<file path="config.mk">
export PLATFORM = sky130hd
export DESIGN_NAME = audio_volume_ramp_scope_path
export DESIGN_NICKNAME = d
export VERILOG_FILES = /design/src/rtl/core/avrsp_pkg.sv /design/src/rtl/core/avrsp_front.sv /design/src/rtl/core/avrsp_queue.sv /design/src/rtl/core/avrsp_back.sv /design/src/rtl/core/audio_volume_ramp_scope_path.sv
export SDC_FILE = /design/constraint.sdc
export NUM_CORES = 2
export LEC_CHECK = 0
export BUFFER_PORTS_ARGS = -buffer_cell sky130_fd_sc_hd__clkbuf_2
export CAP_MARGIN = 20
export CORE_ASPECT_RATIO = 1.25
export CORE_UTILIZATION = 50
export CTS_BUF_LIST = sky130_fd_sc_hd__clkbuf_16
export DETAILED_ROUTE_END_ITERATION = 10
export GPL_TIMING_DRIVEN = 0
export PLACE_DENSITY = 0.78
export SKIP_CTS_REPAIR_TIMING = 1
export SYNTH_ARGS = -nofsm -noshare
export SYNTH_HDL_FRONTEND = slang
export SYNTH_SLANG_ARGS = --single-unit
</file>
<file path="constraint.sdc">
create_clock -name clock -period 24.6 [get_ports clock]
set_input_delay 2.46 -clock clock [delete_from_list [all_inputs] [get_ports clock]]
set_output_delay 2.46 -clock clock [all_outputs]
set_load 0.01 [all_outputs]
</file>
<file path="src/rtl/core/avrsp_pkg.sv">
// Shared types, constants and the gain table of the volume path.
// No dependencies.
`default_nettype none

package avrsp_pkg;

   localparam int SAMPLE_W    = 16;
   localparam int GAIN_W      = 17;
   localparam int VOL_W       = 6;
   localparam int QUEUE_DEPTH = 4;

   localparam logic [VOL_W-1:0]  MAX_STEP   = 6'd60;
   localparam logic [VOL_W-1:0]  RESET_STEP = 6'd45;
   localparam logic [GAIN_W-1:0] DECAY_Q15  = 17'd27853;
   localparam logic [GAIN_W-1:0] SNAP_LIMIT = 17'd4;

   typedef enum logic {
      CSR_VOLUME_STEP  = 1'b0,
      CSR_SCOPE_ENABLE = 1'b1
   } avrsp_csr_type;

   // per-word control carried from front to back
   typedef struct packed {
      logic idle;
      logic scope_valid;
   } avrsp_ctl_type;

   // Q16 gains, step 0 is mute, 60 is unity
   function automatic logic [GAIN_W-1:0] gain_q16(input logic [VOL_W-1:0] step);
      logic [GAIN_W-1:0] g;
      case (step)
         6'd0:  g = 17'd0;      6'd1:  g = 17'd74;     6'd2:  g = 17'd83;
         6'd3:  g = 17'd93;     6'd4:  g = 17'd104;    6'd5:  g = 17'd117;
         6'd6:  g = 17'd131;    6'd7:  g = 17'd147;    6'd8:  g = 17'd165;
         6'd9:  g = 17'd185;    6'd10: g = 17'd207;    6'd11: g = 17'd233;
         6'd12: g = 17'd261;    6'd13: g = 17'd293;    6'd14: g = 17'd328;
         6'd15: g = 17'd369;    6'd16: g = 17'd414;    6'd17: g = 17'd464;
         6'd18: g = 17'd521;    6'd19: g = 17'd584;    6'd20: g = 17'd655;
         6'd21: g = 17'd735;    6'd22: g = 17'd825;    6'd23: g = 17'd926;
         6'd24: g = 17'd1039;   6'd25: g = 17'd1165;   6'd26: g = 17'd1308;
         6'd27: g = 17'd1467;   6'd28: g = 17'd1646;   6'd29: g = 17'd1847;
         6'd30: g = 17'd2072;   6'd31: g = 17'd2325;   6'd32: g = 17'd2609;
         6'd33: g = 17'd2927;   6'd34: g = 17'd3285;   6'd35: g = 17'd3685;
         6'd36: g = 17'd4135;   6'd37: g = 17'd4640;   6'd38: g = 17'd5206;
         6'd39: g = 17'd5841;   6'd40: g = 17'd6554;   6'd41: g = 17'd7353;
         6'd42: g = 17'd8251;   6'd43: g = 17'd9257;   6'd44: g = 17'd10387;
         6'd45: g = 17'd11654;  6'd46: g = 17'd13076;  6'd47: g = 17'd14672;
         6'd48: g = 17'd16462;  6'd49: g = 17'd18471;  6'd50: g = 17'd20724;
         6'd51: g = 17'd23253;  6'd52: g = 17'd26090;  6'd53: g = 17'd29274;
         6'd54: g = 17'd32846;  6'd55: g = 17'd36854;  6'd56: g = 17'd41350;
         6'd57: g = 17'd46396;  6'd58: g = 17'd52057;  6'd59: g = 17'd58409;
         default: g = 17'd65536;
      endcase
      return g;
   endfunction

endpackage

`default_nettype wire

</file>
<file path="src/rtl/core/avrsp_front.sv">
// Front end: accepts words, classifies sample vs idle, keeps the scope sums.
// Uses avrsp_pkg; pushes one entry per word into avrsp_queue.
`default_nettype none

module avrsp_front #(
   parameter int DECIM = 20,
   parameter int SUM_W = 22
) (
   input  wire logic                          clock,
   input  wire logic                          reset,
   input  wire logic                          req_valid,
   output logic                               req_stall,
   input  wire logic                          req_action,
   input  wire logic signed [15:0]            req_left_in,
   input  wire logic signed [15:0]            req_right_in,
   input  wire logic                          scope_enable,
   input  wire logic                          queue_full,
   output logic                               push,
   output avrsp_pkg::avrsp_ctl_type           push_ctl,
   output logic signed [15:0]                 push_left,
   output logic signed [15:0]                 push_right,
   output logic signed [SUM_W-1:0]            push_sum_left,
   output logic signed [SUM_W-1:0]            push_sum_right
);
   import avrsp_pkg::*;

   localparam int CNT_W = (DECIM > 1) ? $clog2(DECIM) : 1;
   localparam logic [CNT_W-1:0] LAST_CNT = CNT_W'(DECIM - 1);

   logic signed [SUM_W-1:0] sum_left_ff, sum_left_in;
   logic signed [SUM_W-1:0] sum_right_ff, sum_right_in;
   logic [CNT_W-1:0]        cnt_ff, cnt_in;
   logic signed [SUM_W-1:0] total_left, total_right;
   logic                    summing, emit;

   assign req_stall = queue_full;
   assign push      = req_valid && !queue_full;

   assign summing = push && !req_action && scope_enable;
   assign emit    = summing && (cnt_ff == LAST_CNT);

   assign total_left  = sum_left_ff  + {{(SUM_W-SAMPLE_W){req_left_in[15]}},  req_left_in};
   assign total_right = sum_right_ff + {{(SUM_W-SAMPLE_W){req_right_in[15]}}, req_right_in};

   always_comb begin
      sum_left_in  = sum_left_ff;
      sum_right_in = sum_right_ff;
      cnt_in       = cnt_ff;
      if (emit) begin
         sum_left_in  = '0;
         sum_right_in = '0;
         cnt_in       = '0;
      end else if (summing) begin
         sum_left_in  = total_left;
         sum_right_in = total_right;
         cnt_in       = cnt_ff + 1'b1;
      end
   end

   always_ff @(posedge clock) begin
      if (reset) begin
         sum_left_ff  <= '0;
         sum_right_ff <= '0;
         cnt_ff       <= '0;
      end else begin
         sum_left_ff  <= sum_left_in;
         sum_right_ff <= sum_right_in;
         cnt_ff       <= cnt_in;
      end
   end

   // sums travel only with the word that closes a window, else zero
   assign push_ctl.idle        = req_action;
   assign push_ctl.scope_valid = emit;
   assign push_left            = req_left_in;
   assign push_right           = req_right_in;
   assign push_sum_left        = emit ? total_left  : '0;
   assign push_sum_right       = emit ? total_right : '0;

endmodule

`default_nettype wire

</file>
<file path="src/rtl/core/avrsp_queue.sv">
// Short FIFO between front and back of the volume path.
// Standalone; no package dependency.
`default_nettype none

module avrsp_queue #(
   parameter int WIDTH = 8,
   parameter int DEPTH = 4
) (
   input  wire logic             clock,
   input  wire logic             reset,
   input  wire logic             push,
   input  wire logic [WIDTH-1:0] wdata,
   output logic                  full,
   input  wire logic             pop,
   output logic [WIDTH-1:0]      rdata,
   output logic                  not_empty
);
   localparam int PTR_W = (DEPTH > 1) ? $clog2(DEPTH) : 1;
   localparam logic [PTR_W:0]   DEPTH_CNT = (PTR_W + 1)'(DEPTH);
   localparam logic [PTR_W-1:0] LAST_PTR  = PTR_W'(DEPTH - 1);

   logic [WIDTH-1:0] mem_ff [DEPTH];
   logic [PTR_W-1:0] wr_ptr_ff, wr_ptr_in, rd_ptr_ff, rd_ptr_in;
   logic [PTR_W:0]   count_ff, count_in;

   assign full      = (count_ff == DEPTH_CNT);
   assign not_empty = (count_ff != '0);
   assign rdata     = mem_ff[rd_ptr_ff];

   always_comb begin
      wr_ptr_in = wr_ptr_ff;
      rd_ptr_in = rd_ptr_ff;
      count_in  = count_ff;
      if (push) begin
         wr_ptr_in = (wr_ptr_ff == LAST_PTR) ? '0 : wr_ptr_ff + 1'b1;
      end
      if (pop) begin
         rd_ptr_in = (rd_ptr_ff == LAST_PTR) ? '0 : rd_ptr_ff + 1'b1;
      end
      if (push && !pop) begin
         count_in = count_ff + 1'b1;
      end else if (pop && !push) begin
         count_in = count_ff - 1'b1;
      end
   end

   always_ff @(posedge clock) begin
      if (reset) begin
         wr_ptr_ff <= '0;
         rd_ptr_ff <= '0;
         count_ff  <= '0;
      end else begin
         wr_ptr_ff <= wr_ptr_in;
         rd_ptr_ff <= rd_ptr_in;
         count_ff  <= count_in;
      end
   end

   always_ff @(posedge clock) begin
      if (push) begin
         mem_ff[wr_ptr_ff] <= wdata;
      end
   end

endmodule

`default_nettype wire

</file>
<file path="src/rtl/core/avrsp_back.sv">
// Back end: gain / decay multiply with the held frame, then scope average
// by reciprocal multiply. Three stages. Uses avrsp_pkg.
`default_nettype none

module avrsp_back #(
   parameter int DECIM = 20,
   parameter int SUM_W = 22
) (
   input  wire logic                      clock,
   input  wire logic                      reset,
   input  wire logic                      entry_valid,
   output logic                           pop,
   input  wire avrsp_pkg::avrsp_ctl_type  entry_ctl,
   input  wire logic signed [15:0]        entry_left,
   input  wire logic signed [15:0]        entry_right,
   input  wire logic signed [SUM_W-1:0]   entry_sum_left,
   input  wire logic signed [SUM_W-1:0]   entry_sum_right,
   input  wire logic [5:0]                volume_step,
   output logic                           rsp_valid,
   input  wire logic                      rsp_stall,
   output logic signed [15:0]             rsp_left_out,
   output logic signed [15:0]             rsp_right_out,
   output logic                           rsp_scope_valid,
   output logic signed [15:0]             rsp_scope_left,
   output logic signed [15:0]             rsp_scope_right
);
   import avrsp_pkg::*;

   // floor(mag / DECIM) == (mag * RECIP) >> SHIFT for every mag < 2^SUM_W
   localparam int LOG_D  = $clog2(DECIM);
   localparam int SHIFT  = SUM_W + LOG_D;
   localparam int REC_W  = SUM_W + 2;
   localparam int PROD_W = SUM_W + REC_W;
   localparam logic [REC_W-1:0] RECIP =
      REC_W'(((64'd1 << SHIFT) + 64'(DECIM) - 64'd1) / 64'(DECIM));

   logic advance;
   logic v1_ff, v2_ff, out_v_ff;

   // stage 1
   logic signed [15:0]      held_left_ff, held_left_in;
   logic signed [15:0]      held_right_ff, held_right_in;
   logic [GAIN_W-1:0]       coef;
   logic [SUM_W-1:0]        mag_left_ff, mag_right_ff;
   logic                    neg_left_ff, neg_right_ff, sv1_ff;

   // stage 2
   logic [PROD_W-1:0]       prod_left_ff, prod_right_ff;
   logic                    neg_left2_ff, neg_right2_ff, sv2_ff;
   logic signed [15:0]      held_left2_ff, held_right2_ff;

   // output stage
   logic signed [15:0]      out_left_ff, out_right_ff, scope_left_ff, scope_right_ff;
   logic                    out_sv_ff;
   logic [16:0]             quot_left, quot_right;

   assign advance = !out_v_ff || !rsp_stall;
   assign pop     = advance && entry_valid;

   assign coef = entry_ctl.idle ? DECAY_Q15
                 : gain_q16((volume_step > MAX_STEP) ? MAX_STEP : volume_step);

   function automatic logic signed [15:0] scale(input logic signed [15:0] x,
                                               input logic [GAIN_W-1:0] k,
                                               input logic idle);
      logic signed [16:0] xs;
      logic [16:0]        mag;
      logic [33:0]        prod;
      logic [16:0]        shifted;
      xs      = {x[15], x};
      mag     = xs[16] ? 17'(-xs) : 17'(xs);
      prod    = 34'(mag) * 34'(k);
      shifted = idle ? prod[31:15] : prod[32:16];
      // fade-out snaps small magnitudes to silence
      if (idle && (shifted < SNAP_LIMIT)) begin
         shifted = '0;
      end
      return xs[16] ? 16'(-shifted) : shifted[15:0];
   endfunction

   assign held_left_in  = scale(entry_ctl.idle ? held_left_ff  : entry_left,  coef,
                                entry_ctl.idle);
   assign held_right_in = scale(entry_ctl.idle ? held_right_ff : entry_right, coef,
                                entry_ctl.idle);

   always_ff @(posedge clock) begin
      if (reset) begin
         v1_ff         <= 1'b0;
         v2_ff         <= 1'b0;
         out_v_ff      <= 1'b0;
         held_left_ff  <= '0;
         held_right_ff <= '0;
      end else begin
         if (advance) begin
            v1_ff    <= entry_valid;
            v2_ff    <= v1_ff;
            out_v_ff <= v2_ff;
         end
         if (pop) begin
            held_left_ff  <= held_left_in;
            held_right_ff <= held_right_in;
         end
      end
   end

   always_ff @(posedge clock) begin
      if (pop) begin
         neg_left_ff  <= entry_sum_left[SUM_W-1];
         neg_right_ff <= entry_sum_right[SUM_W-1];
         mag_left_ff  <= entry_sum_left[SUM_W-1]  ? SUM_W'(-entry_sum_left)
                                                   : SUM_W'(entry_sum_left);
         mag_right_ff <= entry_sum_right[SUM_W-1] ? SUM_W'(-entry_sum_right)
                                                   : SUM_W'(entry_sum_right);
         sv1_ff       <= entry_ctl.scope_valid;
      end
      if (advance && v1_ff) begin
         prod_left_ff   <= PROD_W'(mag_left_ff)  * PROD_W'(RECIP);
         prod_right_ff  <= PROD_W'(mag_right_ff) * PROD_W'(RECIP);
         neg_left2_ff   <= neg_left_ff;
         neg_right2_ff  <= neg_right_ff;
         sv2_ff         <= sv1_ff;
         held_left2_ff  <= held_left_ff;
         held_right2_ff <= held_right_ff;
      end
      if (advance && v2_ff) begin
         out_left_ff    <= held_left2_ff;
         out_right_ff   <= held_right2_ff;
         out_sv_ff      <= sv2_ff;
         scope_left_ff  <= neg_left2_ff  ? 16'(-quot_left)  : quot_left[15:0];
         scope_right_ff <= neg_right2_ff ? 16'(-quot_right) : quot_right[15:0];
      end
   end

   assign quot_left  = prod_left_ff[SHIFT+16:SHIFT];
   assign quot_right = prod_right_ff[SHIFT+16:SHIFT];

   assign rsp_valid       = out_v_ff;
   assign rsp_left_out    = out_left_ff;
   assign rsp_right_out   = out_right_ff;
   assign rsp_scope_valid = out_sv_ff;
   assign rsp_scope_left  = scope_left_ff;
   assign rsp_scope_right = scope_right_ff;

endmodule

`default_nettype wire

</file>
<file path="src/rtl/core/audio_volume_ramp_scope_path.sv">
// An accepted req word passes the queue, then back-end stage 1, stage 2 and the
// output stage to rsp_valid; the queue adds up to 4 more words of slack under
// output stall. Throughput: one word per cycle while rsp_stall is low, set by the
// held-frame loop through the per-channel gain/decay multipliers in stage 1.
// Reset (synchronous): empties queue and pipeline, clears held frame and scope
// sums, volume_step -> 45, scope_enable -> 1.
`default_nettype none

module audio_volume_ramp_scope_path #(
   parameter int SCOPE_DECIMATION = 20
) (
   input  wire logic                          clock,
   input  wire logic                          reset,
   input  wire logic                          req_valid,
   output logic                               req_stall,
   input  wire logic                          req_action,
   input  wire logic signed [15:0]            req_left_in,
   input  wire logic signed [15:0]            req_right_in,
   output logic                               rsp_valid,
   input  wire logic                          rsp_stall,
   output logic signed [15:0]                 rsp_left_out,
   output logic signed [15:0]                 rsp_right_out,
   output logic                               rsp_scope_valid,
   output logic signed [15:0]                 rsp_scope_left,
   output logic signed [15:0]                 rsp_scope_right,
   input  wire logic                          csr_we,
   input  wire avrsp_pkg::avrsp_csr_type      csr_index,
   input  wire logic [5:0]                    csr_wdata
);
   import avrsp_pkg::*;

   localparam int SUM_W = 17 + $clog2(SCOPE_DECIMATION);
   localparam int CTL_W = $bits(avrsp_ctl_type);
   localparam int ENT_W = CTL_W + 2 * SAMPLE_W + 2 * SUM_W;

   logic [VOL_W-1:0] volume_ff;
   logic             scope_en_ff;

   always_ff @(posedge clock) begin
      if (reset) begin
         volume_ff   <= RESET_STEP;
         scope_en_ff <= 1'b1;
      end else if (csr_we) begin
         case (csr_index)
            CSR_VOLUME_STEP: begin
               volume_ff <= (csr_wdata > MAX_STEP) ? MAX_STEP : csr_wdata;
            end
            CSR_SCOPE_ENABLE: begin
               scope_en_ff <= csr_wdata[0];
            end
            default: begin
               volume_ff <= volume_ff;
            end
         endcase
      end
   end

   logic                    push, pop, q_full, q_valid;
   avrsp_ctl_type           push_ctl, pop_ctl;
   logic signed [15:0]      push_left, push_right, pop_left, pop_right;
   logic signed [SUM_W-1:0] push_sum_left, push_sum_right, pop_sum_left, pop_sum_right;
   logic [ENT_W-1:0]        q_wdata, q_rdata;

   avrsp_front #(
      .DECIM (SCOPE_DECIMATION),
      .SUM_W (SUM_W)
   ) u_front (
      .clock          (clock),
      .reset          (reset),
      .req_valid      (req_valid),
      .req_stall      (req_stall),
      .req_action     (req_action),
      .req_left_in    (req_left_in),
      .req_right_in   (req_right_in),
      .scope_enable   (scope_en_ff),
      .queue_full     (q_full),
      .push           (push),
      .push_ctl       (push_ctl),
      .push_left      (push_left),
      .push_right     (push_right),
      .push_sum_left  (push_sum_left),
      .push_sum_right (push_sum_right)
   );

   assign q_wdata = {push_ctl, push_left, push_right, push_sum_left, push_sum_right};
   assign {pop_ctl, pop_left, pop_right, pop_sum_left, pop_sum_right} = q_rdata;

   avrsp_queue #(
      .WIDTH (ENT_W),
      .DEPTH (QUEUE_DEPTH)
   ) u_queue (
      .clock     (clock),
      .reset     (reset),
      .push      (push),
      .wdata     (q_wdata),
      .full      (q_full),
      .pop       (pop),
      .rdata     (q_rdata),
      .not_empty (q_valid)
   );

   avrsp_back #(
      .DECIM (SCOPE_DECIMATION),
      .SUM_W (SUM_W)
   ) u_back (
      .clock           (clock),
      .reset           (reset),
      .entry_valid     (q_valid),
      .pop             (pop),
      .entry_ctl       (pop_ctl),
      .entry_left      (pop_left),
      .entry_right     (pop_right),
      .entry_sum_left  (pop_sum_left),
      .entry_sum_right (pop_sum_right),
      .volume_step     (volume_ff),
      .rsp_valid       (rsp_valid),
      .rsp_stall       (rsp_stall),
      .rsp_left_out    (rsp_left_out),
      .rsp_right_out   (rsp_right_out),
      .rsp_scope_valid (rsp_scope_valid),
      .rsp_scope_left  (rsp_scope_left),
      .rsp_scope_right (rsp_scope_right)
   );

endmodule

`default_nettype wire

</file>
* Word level (Yosys, flattened, before mapping)
Memory sizes are Yosys's and may differ from the RTL's. A register that Yosys moved wholly into a read port is not among the register bits.
Cells that the tools add are included.
** Word-level totals
- Register bits :: 331
- Memory bits (writable) :: 312
- Bits in read-only memories :: 1088
- Bits of input ports :: 45
- Output and inout bits :: 67
- Word-level logic and storage cells :: 112
- Memories kept :: 2
** Memories
- (no name shown) :: depth 64, width 17, read ports 1, clocked after memory_dff 0, wr ports 0, line avrsp_pkg.sv:31 : case (step)
- u_queue.mem_ff :: depth 4, width 78, read ports 1, clocked after memory_dff 1, wr ports 1, line avrsp_queue.sv:22 : logic [WIDTH-1:0] mem_ff [DEPTH];
** Operators by class
- Add/subtract/negate cells :: 15
- Multipliers :: 4
- Magnitude comparators :: 4
- Eq/ne operators :: 4
- Mux-type cells :: 27
- Bitwise gates (word level) :: 1
- Reductions and logical operators :: 23
** Operators by type and width (count)
- 16-bit two-way mux :: 8
- 22-bit by 23-bit multiplier with 43-bit output, second input constant :: 2
- 17-bit two-way mux :: 5
- 17-bit by 17-bit multiplier with 33-bit output :: 2
- 16-bit negator :: 4
- 22-bit adder :: 2
- 22-bit two-way mux :: 2
- 22-bit negator :: 2
- 21-bit two-way mux :: 2
- 17-bit by 3-bit < comparator with 1-bit output, second input constant :: 2
- 16-bit negator with 17-bit output :: 2
- 6-bit > comparator, second input constant :: 2
- 6-bit two-way mux :: 2
- 1-bit logical AND :: 11
- 2-bit two-way mux :: 4
- 1-bit logical NOT :: 6
- 3-bit two-way mux :: 2
- 5-bit by 1-bit adder with 5-bit output, second input constant :: 1
- 5-bit == test, second input constant :: 1
- 2-bit by 1-bit adder with 2-bit output, second input constant :: 2
- 2-bit == test, second input constant :: 2
- 2-bit AND reduction :: 2
- 3-bit by 1-bit adder with 3-bit output, second input constant :: 1
- 3-bit == test, second input constant :: 1
- other kinds (7) :: 8

* Logic depth before layout (Yosys ltp)
An unclocked memory read counts as a cell.
- Depth in word-level cells :: 11
- Mapped depth :: 45

* By module
A second synthesis with hierarchy kept.
** Unflattened totals
- Cell total of the unflattened synthesis :: 5719
- Area, all modules :: 59752.3 sq um
** Modules (own cells, without submodules)
- avrsp_back :: times used 1, cells each 4599, area each 43071.3 sq um, seq. area each 6075.8 sq um
- avrsp_queue :: times used 1, cells each 452, area each 11715.0 sq um, seq. area each 9549.2 sq um
- avrsp_front :: times used 1, cells each 638, area each 4692.0 sq um, seq. area each 980.9 sq um
- audio_volume_ramp_scope_path :: times used 1, cells each 30, area each 274.0 sq um, seq. area each 140.1 sq um

* Least setup slack after synthesis
Ideal clock, no wire load.
- Kind :: register to register
- Start :: reg with a tool-made name
- End :: reg u_back.held_left_ff[10]
- Setup time :: 0.221 ns
- Arrival time :: 10.031 ns
- Slack :: 14.348 ns
- Stages on the path, launching flop included :: 42
- Buffers on the path :: 5
- Period minus slack after synthesis :: 10.252 ns
- Path through :: dfxtp_1 -> buf_2 -> mux2_2 -> o21ai_0 -> clkbuf_1 -> buf_2 -> mux2i_1 -> nand2_1 -> inv_1 -> nand2_1 -> inv_1 -> nand4_1 -> o21ai_0 -> xor2_1 -> clkbuf_1 -> nand2_1 -> fa_1 -> fa_1 -> [... 6 more ...] -> inv_1 -> ha_1 -> clkbuf_1 -> a21oi_1 -> o221ai_1 -> or3_1 -> a22oi_1 -> o2111ai_1 -> a2111oi_2 -> nand4b_1 -> nand2_1 -> ha_1 -> inv_1 -> nor3_1 -> a21oi_1 -> a21oi_1 -> xnor2_1 -> a211oi_1
** RTL lines
- end signal, assigned :: line avrsp_back.sv:100 : held_left_ff <= held_left_in;
- end, declared :: line avrsp_back.sv:41 : logic signed [15:0] held_left_ff, held_left_in;

==> impl_results.md <==
- Outcome: finished clean
- Area of the multi-input gates: 0.0373 mm^2
- Ys flop type: edfxtp_1
- Final wirelength: 157000 um
- Slew Viols, Final: 0
- First-pass DRT Iterations: 6
- Io pins: 112
- Syn-to-layout area delta: 8.34%
- Worst hold path type: reg -> reg
- Layout fillers: 9774
- Area leader, netlist: edfxtp_1
- Most used routing layer: met2
- Hold Fails Final Rpt: 0
- Met1 usage: 0.331
- Final min period: 14.27 ns
- Hpwl dp: 128000 um
- Clock Tree Buf Depth: 3
- GR Util met3: 0.0415
- Die Ht: 384 um
- Worst path bufs/invs: 14
- Period utilisation layout: 0.580
- Vias in the first global route: 44005
- CTS Buf Count: 59
- Initial core utilization: 0.507
- WL/cell: 21.3 um
- Post-synth EDFFs: 491
- Synth Area per Inst: 10.5 um^2
- Worst-skew pair later-pin latency: 0.67 ns
- ANT cells: 0
- Commonest cells post-synth: 1002 x inv_1, 729 x fa_1, 605 x ha_1
- Cells after Synth: 5561
- Place WS: 10.78 ns
- Drc violations: 0
- CP Max Fanout: 10
- CTS clk-pin slew, worst paths: 0.06 ns
- Share of post-route cells with drive strength above 1: 0.0632
- Total grt overflow: 0
- Top-count cell post-synth: inv_1
- FFs w/ async S/R, synth: 0
- Setup TNS: 0 ns
- Maximum clock rate: 0.0701 GHz
- Post-synth top area share: 0.252
- Rows: 139
- Final ANT Viol Nets: 0
- Critical Path RT: 25.18 ns
- Final core utilization: 0.549
- Crit Path Class: reg -> reg
- Initial antenna violation count: 7
- Die X: 308 um
- Worst clock skew: 0.0452 ns
- IO Port Bufs: 110
- PnR worst setup slack: 10.33 ns
- CTS tree: built
- Worst EP arrival: 14.86 ns
- Slew HR: 0.139
- #FFs+latches synth: 591
- Max Cap Violations: 0
- Via/cell ratio: 5.70
- Drt initial violations: 3685
- Largest net degree at the start of global routing: 64
- Crit. End Element: register
- Max stage delay on crit path: 0.83 ns
- HP Start: u_back.held_left2_ff[15]
- Sequential area share after synthesis: 0.287
- Main area contributors after synthesis: edfxtp_1 25%, fa_1 25%, ha_1 13%, inv_1 6.4%, nand2_1 3.6%
- Worst Tran Pin Value: 1.28 ns
- Core Footprint: 0.115 mm^2
- FF+latch area: 0.0167 mm^2
- First-pass GRT wire length: 244000 um
- Via Count: 42026
- Gr usage total: 0.270
- Slowest CP cell: clkbuf_1
- Crit-path leading delay family: buffers and inverters
- Syn Std Cell Area: 0.0584 mm^2
- Setup Viol. Count Final: 0
- Ys Warns: 0
- GP Congestion: 0.989
- CTS H-tree depth: 2
- Clk sinks: 591
- Synth unique cells: 94
- Final nets: 7157
- GRT met2 Usage: 0.459
- Worst setup SP type: register
- RSZ-0062 raised after global routing: false
- Die area: 0.118 mm^2
- Clock root buffer: clkbuf_16
cell type report:
| class | instances | share of cell area |
|---|---|---|
| multi-input cells | 3810 | 0.589 |
| plain buffers | 183 | 0.0112 |
| inverters | 1007 | 0.0598 |
| clock inverters | 50 | 0.00832 |
| flip-flops and latches | 591 | 0.265 |
| well taps | 1551 | 0.0307 |
| clock buffers | 59 | 0.0233 |
| repair buffers | 126 | 0.0126 |
through the flow:
stage,cells,instance area [um^2],hold slack (ns)
after floorplan,5591,58500,0.400
after global placement,7252,61000,0.405
after detailed placement,7264,61200,0.405
after CTS,7373,63200,0.422
after global routing,7377,63300,0.428
final,7377,63300,0.420
worst reg2reg max path: cells and delay by family (launching register included):
kind,cells,cell delay [ns]
buf+inv,14,4.05
flops,1,0.30
xor+xnor,2,0.75
mux,2,0.76
fa+ha+maj,8,3.52
compound gates,7,2.55
simple gates,8,2.27
worst paths after layout:
check | endpoint | slack (ns) | depth (start not counted)
min reg2reg | u_back.rsp_left_out[15] | 0.42 | 0
max reg2reg | u_back.held_left_ff[12] | 10.33 | 41
max | u_back.held_left_ff[12] | 10.33 | 41
min | u_back.rsp_left_out[15] | 0.42 | 0
routing by layer:
layer | routed length (um) | part of all wire
met1 | 59700 | 0.38
met5 | 61 | 0.00039
met4 | 9380 | 0.060
met3 | 11900 | 0.076
met2 | 76400 | 0.49
state kept, by name, summed over array words and instances, names as in the netlist, 2 cells and up, named ones only:
register / cells
u_queue.count_ff: 3
u_back.rsp_scope_right: 16
u_back.rsp_right_out: 16
u_back.rsp_left_out: 16
u_front.sum_left_ff: 22
u_queue.rd_ptr_ff: 2
u_back.rsp_scope_left: 16
u_front.sum_right_ff: 22
u_back.mag_left_ff: 22
u_back.mag_right_ff: 22
u_back.held_right_ff: 16
u_back.held_right2_ff: 16
u_back.held_left2_ff: 16
u_back.prod_right_ff: 16
u_queue.mem_ff: 312
u_front.cnt_ff: 5
u_back.held_left_ff: 16
volume_ff: 6
u_queue.wr_ptr_ff: 2
u_back.prod_left_ff: 16
cells by family after synthesis:
kind of cell,Yosys count,share of synthesized area
flip-flops,591,0.287
adder cells (fa/ha/maj),1334,0.379
buffers and inverters,1190,0.0769
AO/OA/AOI/OAI,695,0.0764
XOR/XNOR,217,0.0327
multiplexers,121,0.0371
other,2,0.000129
AND/OR/NAND/NOR,1411,0.111
placed cells by master (no fill, tap or decap), types with 100 or more instances in the layout:
cell type / instances
xnor2_1: 136
dfxtp_1: 100
clkbuf_2: 111
nor2_1: 374
inv_1: 1010
a21oi_1: 204
edfxtp_1: 491
o21ai_0: 154
fa_1: 729
ha_1: 605
nand2_1: 560
clkbuf_1: 147
Power is not shown: default switching activity piles up to over one toggle a cycle in this logic, so the estimate is an artifact.
